`config.mk`:
```
export PLATFORM = sky130hd
export DESIGN_NAME = flag_escape_deframer_xor_check
export DESIGN_NICKNAME = d
export VERILOG_FILES = /design/src/rtl/fed_pkg.sv /design/src/rtl/fed_core.sv /design/src/rtl/fed_obuf.sv /design/src/rtl/flag_escape_deframer_xor_check.sv
export SDC_FILE = /design/constraint.sdc
export NUM_CORES = 1
export LEC_CHECK = 0
export BUFFER_PORTS_ARGS = -buffer_cell sky130_fd_sc_hd__buf_2
export CAP_MARGIN = 30
export CORE_UTILIZATION = 45
export DETAILED_ROUTE_END_ITERATION = 7
export PLACE_DENSITY = 0.74
export SLEW_MARGIN = 5
export SYNTH_ARGS = -nofsm -noshare
export SYNTH_HDL_FRONTEND = slang
export SYNTH_SLANG_ARGS = --single-unit
```
`constraint.sdc`:
```
create_clock -name clk -period 3.91 [get_ports clk]
set_input_delay 0.1955 -clock clk [delete_from_list [all_inputs] [get_ports clk]]
set_output_delay 0.1955 -clock clk [all_outputs]
set_load 0.05 [all_outputs]
```
`src/rtl/fed_pkg.sv`:
```
// ----------------------------------------------------------------------------
// fed_pkg: shared types and constants for the flag/escape deframer
// Byte codes, error codes, payload structs and count widths used by the
// deframer core, the output buffer, the top level and the checker.
// ----------------------------------------------------------------------------
package fed_pkg;

  // Largest number of decoded bytes counted in one frame.
  localparam int unsigned MAX_FRAME_BYTES = 1024;

  // Width of the internal saturating decoded byte counter.
  localparam int unsigned CNT_W = $clog2(MAX_FRAME_BYTES + 1);
  // Width of the reported count field.
  localparam int unsigned OUT_CNT_W = 11;
  // Common width used to resize the counter to the reported field.
  localparam int unsigned CNTX_W = (CNT_W > OUT_CNT_W) ? CNT_W : OUT_CNT_W;

  localparam logic [CNT_W-1:0] MAX_CNT = CNT_W'(MAX_FRAME_BYTES);

  // Framing bytes.
  localparam logic [7:0] FLAG_BYTE = 8'h7e;
  localparam logic [7:0] ESC_BYTE  = 8'h7d;
  localparam logic [7:0] ESC_FLAG  = 8'h02;
  localparam logic [7:0] ESC_ESC   = 8'h01;

  // Raw byte count, saturating, and the shortest legal buffer.
  localparam logic [2:0] RAW_SAT = 3'd7;
  localparam logic [2:0] MIN_RAW = 3'd5;

  // Item kinds.
  localparam logic KIND_DATA = 1'b0;
  localparam logic KIND_END  = 1'b1;

  // Error codes of the end-of-frame report.
  localparam logic [2:0] ERR_OK        = 3'd0;
  localparam logic [2:0] ERR_SHORT     = 3'd1;
  localparam logic [2:0] ERR_NO_START  = 3'd2;
  localparam logic [2:0] ERR_NO_END    = 3'd3;
  localparam logic [2:0] ERR_CHECKSUM  = 3'd4;
  localparam logic [2:0] ERR_BAD_ESC   = 3'd5;
  localparam logic [2:0] ERR_OVERFLOW  = 3'd6;

  typedef struct packed {
    logic [7:0] raw_byte;
    logic       first_byte;
    logic       last_byte;
  } in_item_t;

  typedef struct packed {
    logic [7:0]           data_byte;
    logic                 item_kind;
    logic                 frame_good;
    logic [OUT_CNT_W-1:0] decoded_count;
    logic [2:0]           error_code;
  } out_item_t;

  // Result of one input transaction as handed from the core to the buffer.
  typedef struct packed {
    logic      valid;
    out_item_t item;
  } res_t;

endpackage

```
`src/rtl/fed_core.sv`:
```
// ----------------------------------------------------------------------------
// fed_core: per-byte deframing state and result logic
// Holds the frame state, unescapes each accepted raw byte, keeps the XOR check
// and byte counts, and forms the data item or end-of-frame report for it.
// ----------------------------------------------------------------------------
module fed_core (
  input  logic              clk,
  input  logic              rst_n,
  input  logic              fire,
  input  fed_pkg::in_item_t in_item,
  output fed_pkg::res_t     res
);

  logic                      start_ok_r, start_ok_nxt;
  logic                      esc_r, esc_nxt;
  logic [7:0]                xor_r, xor_nxt;
  logic [2:0]                raw_cnt_r, raw_cnt_nxt;
  logic [fed_pkg::CNT_W-1:0] dec_cnt_r, dec_cnt_nxt;
  logic                      bad_esc_r, bad_esc_nxt;
  logic                      ovf_r, ovf_nxt;

  logic [2:0]                 raw_bump;
  logic [fed_pkg::CNT_W-1:0]  dec_inc;
  logic [fed_pkg::CNTX_W-1:0] cnt_ext;
  logic [fed_pkg::CNTX_W-1:0] inc_ext;
  logic [7:0]                 dec_byte;
  logic                       dec_ok;
  logic [2:0]                 err;

  assign raw_bump = (raw_cnt_r < fed_pkg::RAW_SAT) ? raw_cnt_r + 3'd1 : raw_cnt_r;
  assign dec_inc  = dec_cnt_r + fed_pkg::CNT_W'(1);
  assign cnt_ext  = fed_pkg::CNTX_W'(dec_cnt_r);
  assign inc_ext  = fed_pkg::CNTX_W'(dec_inc);

  always_comb begin
    start_ok_nxt = start_ok_r;
    esc_nxt      = esc_r;
    xor_nxt      = xor_r;
    raw_cnt_nxt  = raw_cnt_r;
    dec_cnt_nxt  = dec_cnt_r;
    bad_esc_nxt  = bad_esc_r;
    ovf_nxt      = ovf_r;
    res          = '0;
    dec_byte     = in_item.raw_byte;
    dec_ok       = 1'b0;
    err          = fed_pkg::ERR_OK;

    if (raw_cnt_r < fed_pkg::MIN_RAW - 3'd1) begin
      err = fed_pkg::ERR_SHORT;
    end else if (!start_ok_r) begin
      err = fed_pkg::ERR_NO_START;
    end else if (in_item.raw_byte != fed_pkg::FLAG_BYTE) begin
      err = fed_pkg::ERR_NO_END;
    end else if (bad_esc_r) begin
      err = fed_pkg::ERR_BAD_ESC;
    end else if (ovf_r) begin
      err = fed_pkg::ERR_OVERFLOW;
    end else if (xor_r != 8'h00) begin
      err = fed_pkg::ERR_CHECKSUM;
    end

    if (fire) begin
      if (in_item.first_byte) begin
        // A first mark always restarts the buffer, dropping any old one.
        start_ok_nxt = (in_item.raw_byte == fed_pkg::FLAG_BYTE);
        esc_nxt      = 1'b0;
        xor_nxt      = 8'h00;
        raw_cnt_nxt  = 3'd1;
        dec_cnt_nxt  = '0;
        bad_esc_nxt  = 1'b0;
        ovf_nxt      = 1'b0;
        if (in_item.last_byte) begin
          res.valid            = 1'b1;
          res.item.item_kind   = fed_pkg::KIND_END;
          res.item.error_code  = fed_pkg::ERR_SHORT;
          raw_cnt_nxt          = '0;
          start_ok_nxt         = 1'b0;
        end
      end else if (in_item.last_byte) begin
        res.valid               = 1'b1;
        res.item.item_kind      = fed_pkg::KIND_END;
        res.item.error_code     = err;
        res.item.frame_good     = (err == fed_pkg::ERR_OK);
        res.item.decoded_count  = cnt_ext[fed_pkg::OUT_CNT_W-1:0];
        start_ok_nxt = 1'b0;
        esc_nxt      = 1'b0;
        xor_nxt      = 8'h00;
        raw_cnt_nxt  = '0;
        dec_cnt_nxt  = '0;
        bad_esc_nxt  = 1'b0;
        ovf_nxt      = 1'b0;
      end else begin
        raw_cnt_nxt = raw_bump;
        if (start_ok_r) begin
          if (esc_r) begin
            esc_nxt = 1'b0;
            if (in_item.raw_byte == fed_pkg::ESC_FLAG) begin
              dec_byte = fed_pkg::FLAG_BYTE;
              dec_ok   = 1'b1;
            end else if (in_item.raw_byte == fed_pkg::ESC_ESC) begin
              dec_byte = fed_pkg::ESC_BYTE;
              dec_ok   = 1'b1;
            end else begin
              bad_esc_nxt = 1'b1;
            end
          end else if (in_item.raw_byte == fed_pkg::ESC_BYTE) begin
            esc_nxt = 1'b1;
          end else begin
            dec_ok = 1'b1;
          end

          if (dec_ok) begin
            // The check byte is folded in even once the frame has overflowed.
            xor_nxt = xor_r ^ dec_byte;
            if (dec_cnt_r >= fed_pkg::MAX_CNT) begin
              ovf_nxt = 1'b1;
            end else begin
              dec_cnt_nxt            = dec_inc;
              res.valid              = 1'b1;
              res.item.item_kind     = fed_pkg::KIND_DATA;
              res.item.data_byte     = dec_byte;
              res.item.decoded_count = inc_ext[fed_pkg::OUT_CNT_W-1:0];
            end
          end
        end
      end
    end
  end

  always_ff @(posedge clk) begin
    if (!rst_n) begin
      start_ok_r <= 1'b0;
      esc_r      <= 1'b0;
      xor_r      <= 8'h00;
      raw_cnt_r  <= '0;
      dec_cnt_r  <= '0;
      bad_esc_r  <= 1'b0;
      ovf_r      <= 1'b0;
    end else begin
      start_ok_r <= start_ok_nxt;
      esc_r      <= esc_nxt;
      xor_r      <= xor_nxt;
      raw_cnt_r  <= raw_cnt_nxt;
      dec_cnt_r  <= dec_cnt_nxt;
      bad_esc_r  <= bad_esc_nxt;
      ovf_r      <= ovf_nxt;
    end
  end

endmodule

```
`src/rtl/fed_obuf.sv`:
```
// ----------------------------------------------------------------------------
// fed_obuf: result register with skid stage
// Holds the result presented on the output channel and one more result that
// arrives while the receiver stalls, so the input side keeps moving.
// ----------------------------------------------------------------------------
module fed_obuf (
  input  logic               clk,
  input  logic               rst_n,
  input  fed_pkg::res_t      res,
  output logic               space_ok,
  output logic               out_valid,
  input  logic               out_ready,
  output fed_pkg::out_item_t out_item
);

  logic                 out_v_r, out_v_nxt;
  logic                 skid_v_r, skid_v_nxt;
  fed_pkg::out_item_t   out_d_r, out_d_nxt;
  fed_pkg::out_item_t   skid_d_r, skid_d_nxt;
  logic                 pop;

  assign pop       = out_v_r && out_ready;
  assign space_ok  = !skid_v_r;
  assign out_valid = out_v_r;
  assign out_item  = out_d_r;

  always_comb begin
    out_v_nxt  = out_v_r;
    skid_v_nxt = skid_v_r;
    out_d_nxt  = out_d_r;
    skid_d_nxt = skid_d_r;
    if (!out_v_r) begin
      if (res.valid) begin
        out_v_nxt = 1'b1;
        out_d_nxt = res.item;
      end
    end else if (pop) begin
      if (skid_v_r) begin
        // No new result can arrive while the skid stage is full.
        out_d_nxt  = skid_d_r;
        skid_v_nxt = 1'b0;
      end else if (res.valid) begin
        out_d_nxt = res.item;
      end else begin
        out_v_nxt = 1'b0;
      end
    end else if (res.valid) begin
      skid_v_nxt = 1'b1;
      skid_d_nxt = res.item;
    end
  end

  always_ff @(posedge clk) begin
    if (!rst_n) begin
      out_v_r  <= 1'b0;
      skid_v_r <= 1'b0;
    end else begin
      out_v_r  <= out_v_nxt;
      skid_v_r <= skid_v_nxt;
    end
  end

  always_ff @(posedge clk) begin
    out_d_r  <= out_d_nxt;
    skid_d_r <= skid_d_nxt;
  end

endmodule

```
`src/rtl/flag_escape_deframer_xor_check.sv`:
```
// ----------------------------------------------------------------------------
// flag_escape_deframer_xor_check: streaming deframer with XOR frame check
// Unescapes 0x7e-flagged frames one raw byte per transaction and reports each
// frame's status, decoded length and error code at its last byte.
// ----------------------------------------------------------------------------
// Usage:
//   Input channel (in_valid/in_ready/in_item) carries one raw byte with first
//   and last marks. Output channel (out_valid/out_ready/out_item) carries
//   either a decoded data byte or an end-of-frame report. Opening flags,
//   escape bytes, bad escapes and bytes past the length limit give nothing.
//   A result is registered in the result register, or the skid stage when
//   the output stalls. Throughput: one raw byte per cycle while in_ready is
//   high, set by the single pass of decode logic from frame state to result register.
//   When the receiver stalls, one further result is held in a skid stage;
//   in_ready drops only while that stage is full, and rises again on the
//   cycle after the output is taken.
//   Reset (rst_n low, synchronous) clears the frame state and empties the
//   output side; bytes that come before a first mark are dropped until the
//   closing byte, which reports a short buffer or a missing start flag.
// ----------------------------------------------------------------------------
module flag_escape_deframer_xor_check (
  input  logic               clk,
  input  logic               rst_n,
  input  logic               in_valid,
  output logic               in_ready,
  input  fed_pkg::in_item_t  in_item,
  output logic               out_valid,
  input  logic               out_ready,
  output fed_pkg::out_item_t out_item
);

  fed_pkg::res_t res;
  logic          fire;

  assign fire = in_valid && in_ready;

  fed_core u_core (
    .clk     (clk),
    .rst_n   (rst_n),
    .fire    (fire),
    .in_item (in_item),
    .res     (res)
  );

  fed_obuf u_obuf (
    .clk       (clk),
    .rst_n     (rst_n),
    .res       (res),
    .space_ok  (in_ready),
    .out_valid (out_valid),
    .out_ready (out_ready),
    .out_item  (out_item)
  );

endmodule

```
==> impl_metrics.json <==
{
  "outcome": "finished, final reports clean",
  "dieArea_um2": 8779,
  "fin_setup_tns_ps": 0,
  "hold_buffers": 0,
  "dr.pass1.iters": 6,
  "clk_pin_slew_worst_paths_ps": 70,
  "synth_warnings": 0,
  "cts-root-buf": "clkbuf_8",
  "ys_ff_latch": 76,
  "synthArstFlopShare": 0,
  "placed_cells": 498,
  "fin_util": 0.5249,
  "wl_um": 9177,
  "slew_viol_final": 0,
  "crit_arrival_ps": 2700,
  "cts_tree": "done",
  "min_path_type": "primary input to register",
  "skew_ps": 5.019,
  "area_growth_pct": 13.43,
  "portBuffers": 39,
  "power_w": 0.001814,
  "mostFrequentLayoutCell": "edfxtp_1",
  "syn_nets": 393,
  "min_period_ps": 2596,
  "rsz0062_at_grt": "false",
  "io_pins": 40,
  "grt_antenna_before_repair": 0,
  "grt_pass1_vias": 2882,
  "synth_area_leaders": "edfxtp_1, dfxtp_1, a221o_1",
  "synth_top_area_share": 0.3810,
  "hold_viol_final": 0,
  "die_width_um": 93.70,
  "synth_area_per_cell_um2": 10.06,
  "drt_iter0_drc": 338,
  "vias": 3232,
  "netlist_area_um2": 3784,
  "clock-sinks": 76,
  "holdWs_ps": 134.9,
  "p_leak_nw": 1.541,
  "crit_type": "register to register",
  "track_usage": 0.2232,
  "dpl.hpwl_um": 6037,
  "grt_max_degree": 32,
  "cts_resized": 0,
  "power_per_cell_area_nw_per_um2": 422.7,
  "critical_path_required_ps": 4010,
  "tightest_slew_ps": 1011,
  "clockBufferDepth": 2,
  "finalSetupViolations": 0,
  "core_region_area_um2": 8175,
  "netlist_instances": 376,
  "synth_seq_area_share": 0.5291,
  "drc": 0,
  "grt_first_pass_wirelength_um": 15140,
  "synth_top_cell_by_area": "edfxtp_1",
  "clkLatencyLatePin_ps": 350,
  "n_antenna_cell": 0,
  "synth_ff_type": "edfxtp_1",
  "ant_nets": 0,
  "synthDistinctLibCells": 54,
  "fin_crit_sh": 0.6639,
  "wl_per_cell_um": 17.82,
  "ir_drop_v": 0.0001795,
  "layout.cells.non_filler": 515,
  "via_per_inst": 6.276,
  "critPathCaptureType": "register",
  "cp-start-kind": "register",
  "grt_overflow": 0,
  "drive_above_1_share": 0.1707,
  "synth_edf_count": 48,
  "cap_violations": 0,
  "htree_num_levels": 3,
  "relSlewSlack": 0.3255,
  "layout_common_cells": "edfxtp_1, buf_2, nand2_1, dfxtp_1, nor2_1",
  "place_congestion": 0.8998,
  "finalNetCount": 422,
  "rows": 33,
  "numCtsBuffers": 9,
  "start_util": 0.4628,
  "path_max_fanout": 20,
  "max_freq_mhz": 385.2,
  "die_h_um": 93.70,
  "cts_setup_buffers": 0
}
-- layout make-up --
type / count / area [µm²]
sequential: 76 / 2002
inverter: 14 / 52.55
timing repair buffer: 48 / 287.8
tap: 105 / 131.4
clock inverter: 5 / 76.32
multi-input combinational: 256 / 1610
fill: 730 / 3884
clock buffer: 11 / 131.4
-- per-layer routing --
metal	up-vias	share of wire	track usage
met3	11	0.081	0.03803
met1	1541	0.45	0.3300
li1	1516	-	-
met5	-	0	0
met4	0	0.015	0.07692
met2	164	0.46	0.3285
-- power by group --
part           internal [W]  total, W  switching (W)  leakage [nW]
registers          0.000893  0.000915      0.0000224         0.746
clock network      0.000357  0.000637       0.000280         0.101
logic             0.0000660  0.000262       0.000196         0.694
total               0.00132   0.00181       0.000499          1.54
-- through the flow --
stage | cell area, µm² | worst slack, ps
floorplan | 3784 | 708.5
global placement | 4044 | 1066
detailed placement | 4071 | 1201
CTS | 4279 | 1299
global route | 4292 | 1184
finish | 4292 | 1314
-- worst paths after layout --
path,slack (ps),to,start,cells past startpoint
max,1310,u_obuf.out_item[13],u_obuf.skid_v_r,7
min,130,u_core.cnt_ext[0],rst_n,3
max reg2reg,1310,u_obuf.out_item[13],u_obuf.skid_v_r,7
min reg2reg,490,u_core.xor_r[5],u_core.xor_r[5],2
-- cell usage after synthesis, types with 3 or more instances --
cell type / number
clkbuf_1: 25
or3_1: 11
nand3_1: 9
o21ai_0: 19
nor4_1: 3
and3_1: 5
or2_2: 3
a221o_1: 17
nor2b_1: 4
or4_1: 8
nand2_1: 33
ha_1: 3
inv_1: 14
dfxtp_1: 28
nand4_1: 7
a21oi_1: 20
a31oi_1: 11
nor2_1: 27
nor3_1: 13
a22oi_1: 6
o211ai_1: 16
edfxtp_1: 48
mux2_2: 4
-- critical path, cell delays in order, from the launching register on --
cell	delay [ps]
dfxtp_1	350
nor2b_1	630
nand2_1	300
inv_1	140
nor2_1	120
a21boi_1	220
buf_4	230
a221o_1	360
-- flip-flops by register name (all words and copies together) (netlist names) --
| register | cells |
|---|---|
| u_core.bad_esc_r | 1 |
| u_core.cnt_ext | 11 |
| u_core.esc_r | 1 |
| u_core.ovf_r | 1 |
| u_core.raw_cnt_r | 3 |
| u_core.start_ok_r | 1 |
| u_core.xor_r | 8 |
| u_obuf.out_item | 24 |
| u_obuf.out_valid | 1 |
| u_obuf.skid_d_r | 24 |
| u_obuf.skid_v_r | 1 |
-- logic make-up (layout without fill, tap and decap cells) --
group                      count (synthesis)  after routing  synth area share
adders and majority gates                  3              3          0.009922
buffers and inverters                     44             78           0.04630
DFF                                       76             76            0.5291
and+or+nand+nor                          133            133            0.1806
muxes                                      5              5           0.01455
AOI/OAI and AO/OA                        113            113            0.2150
xor gates and xnor gates                   2              2          0.004630
No activity file was read; power rests on OpenSTA's default activity.
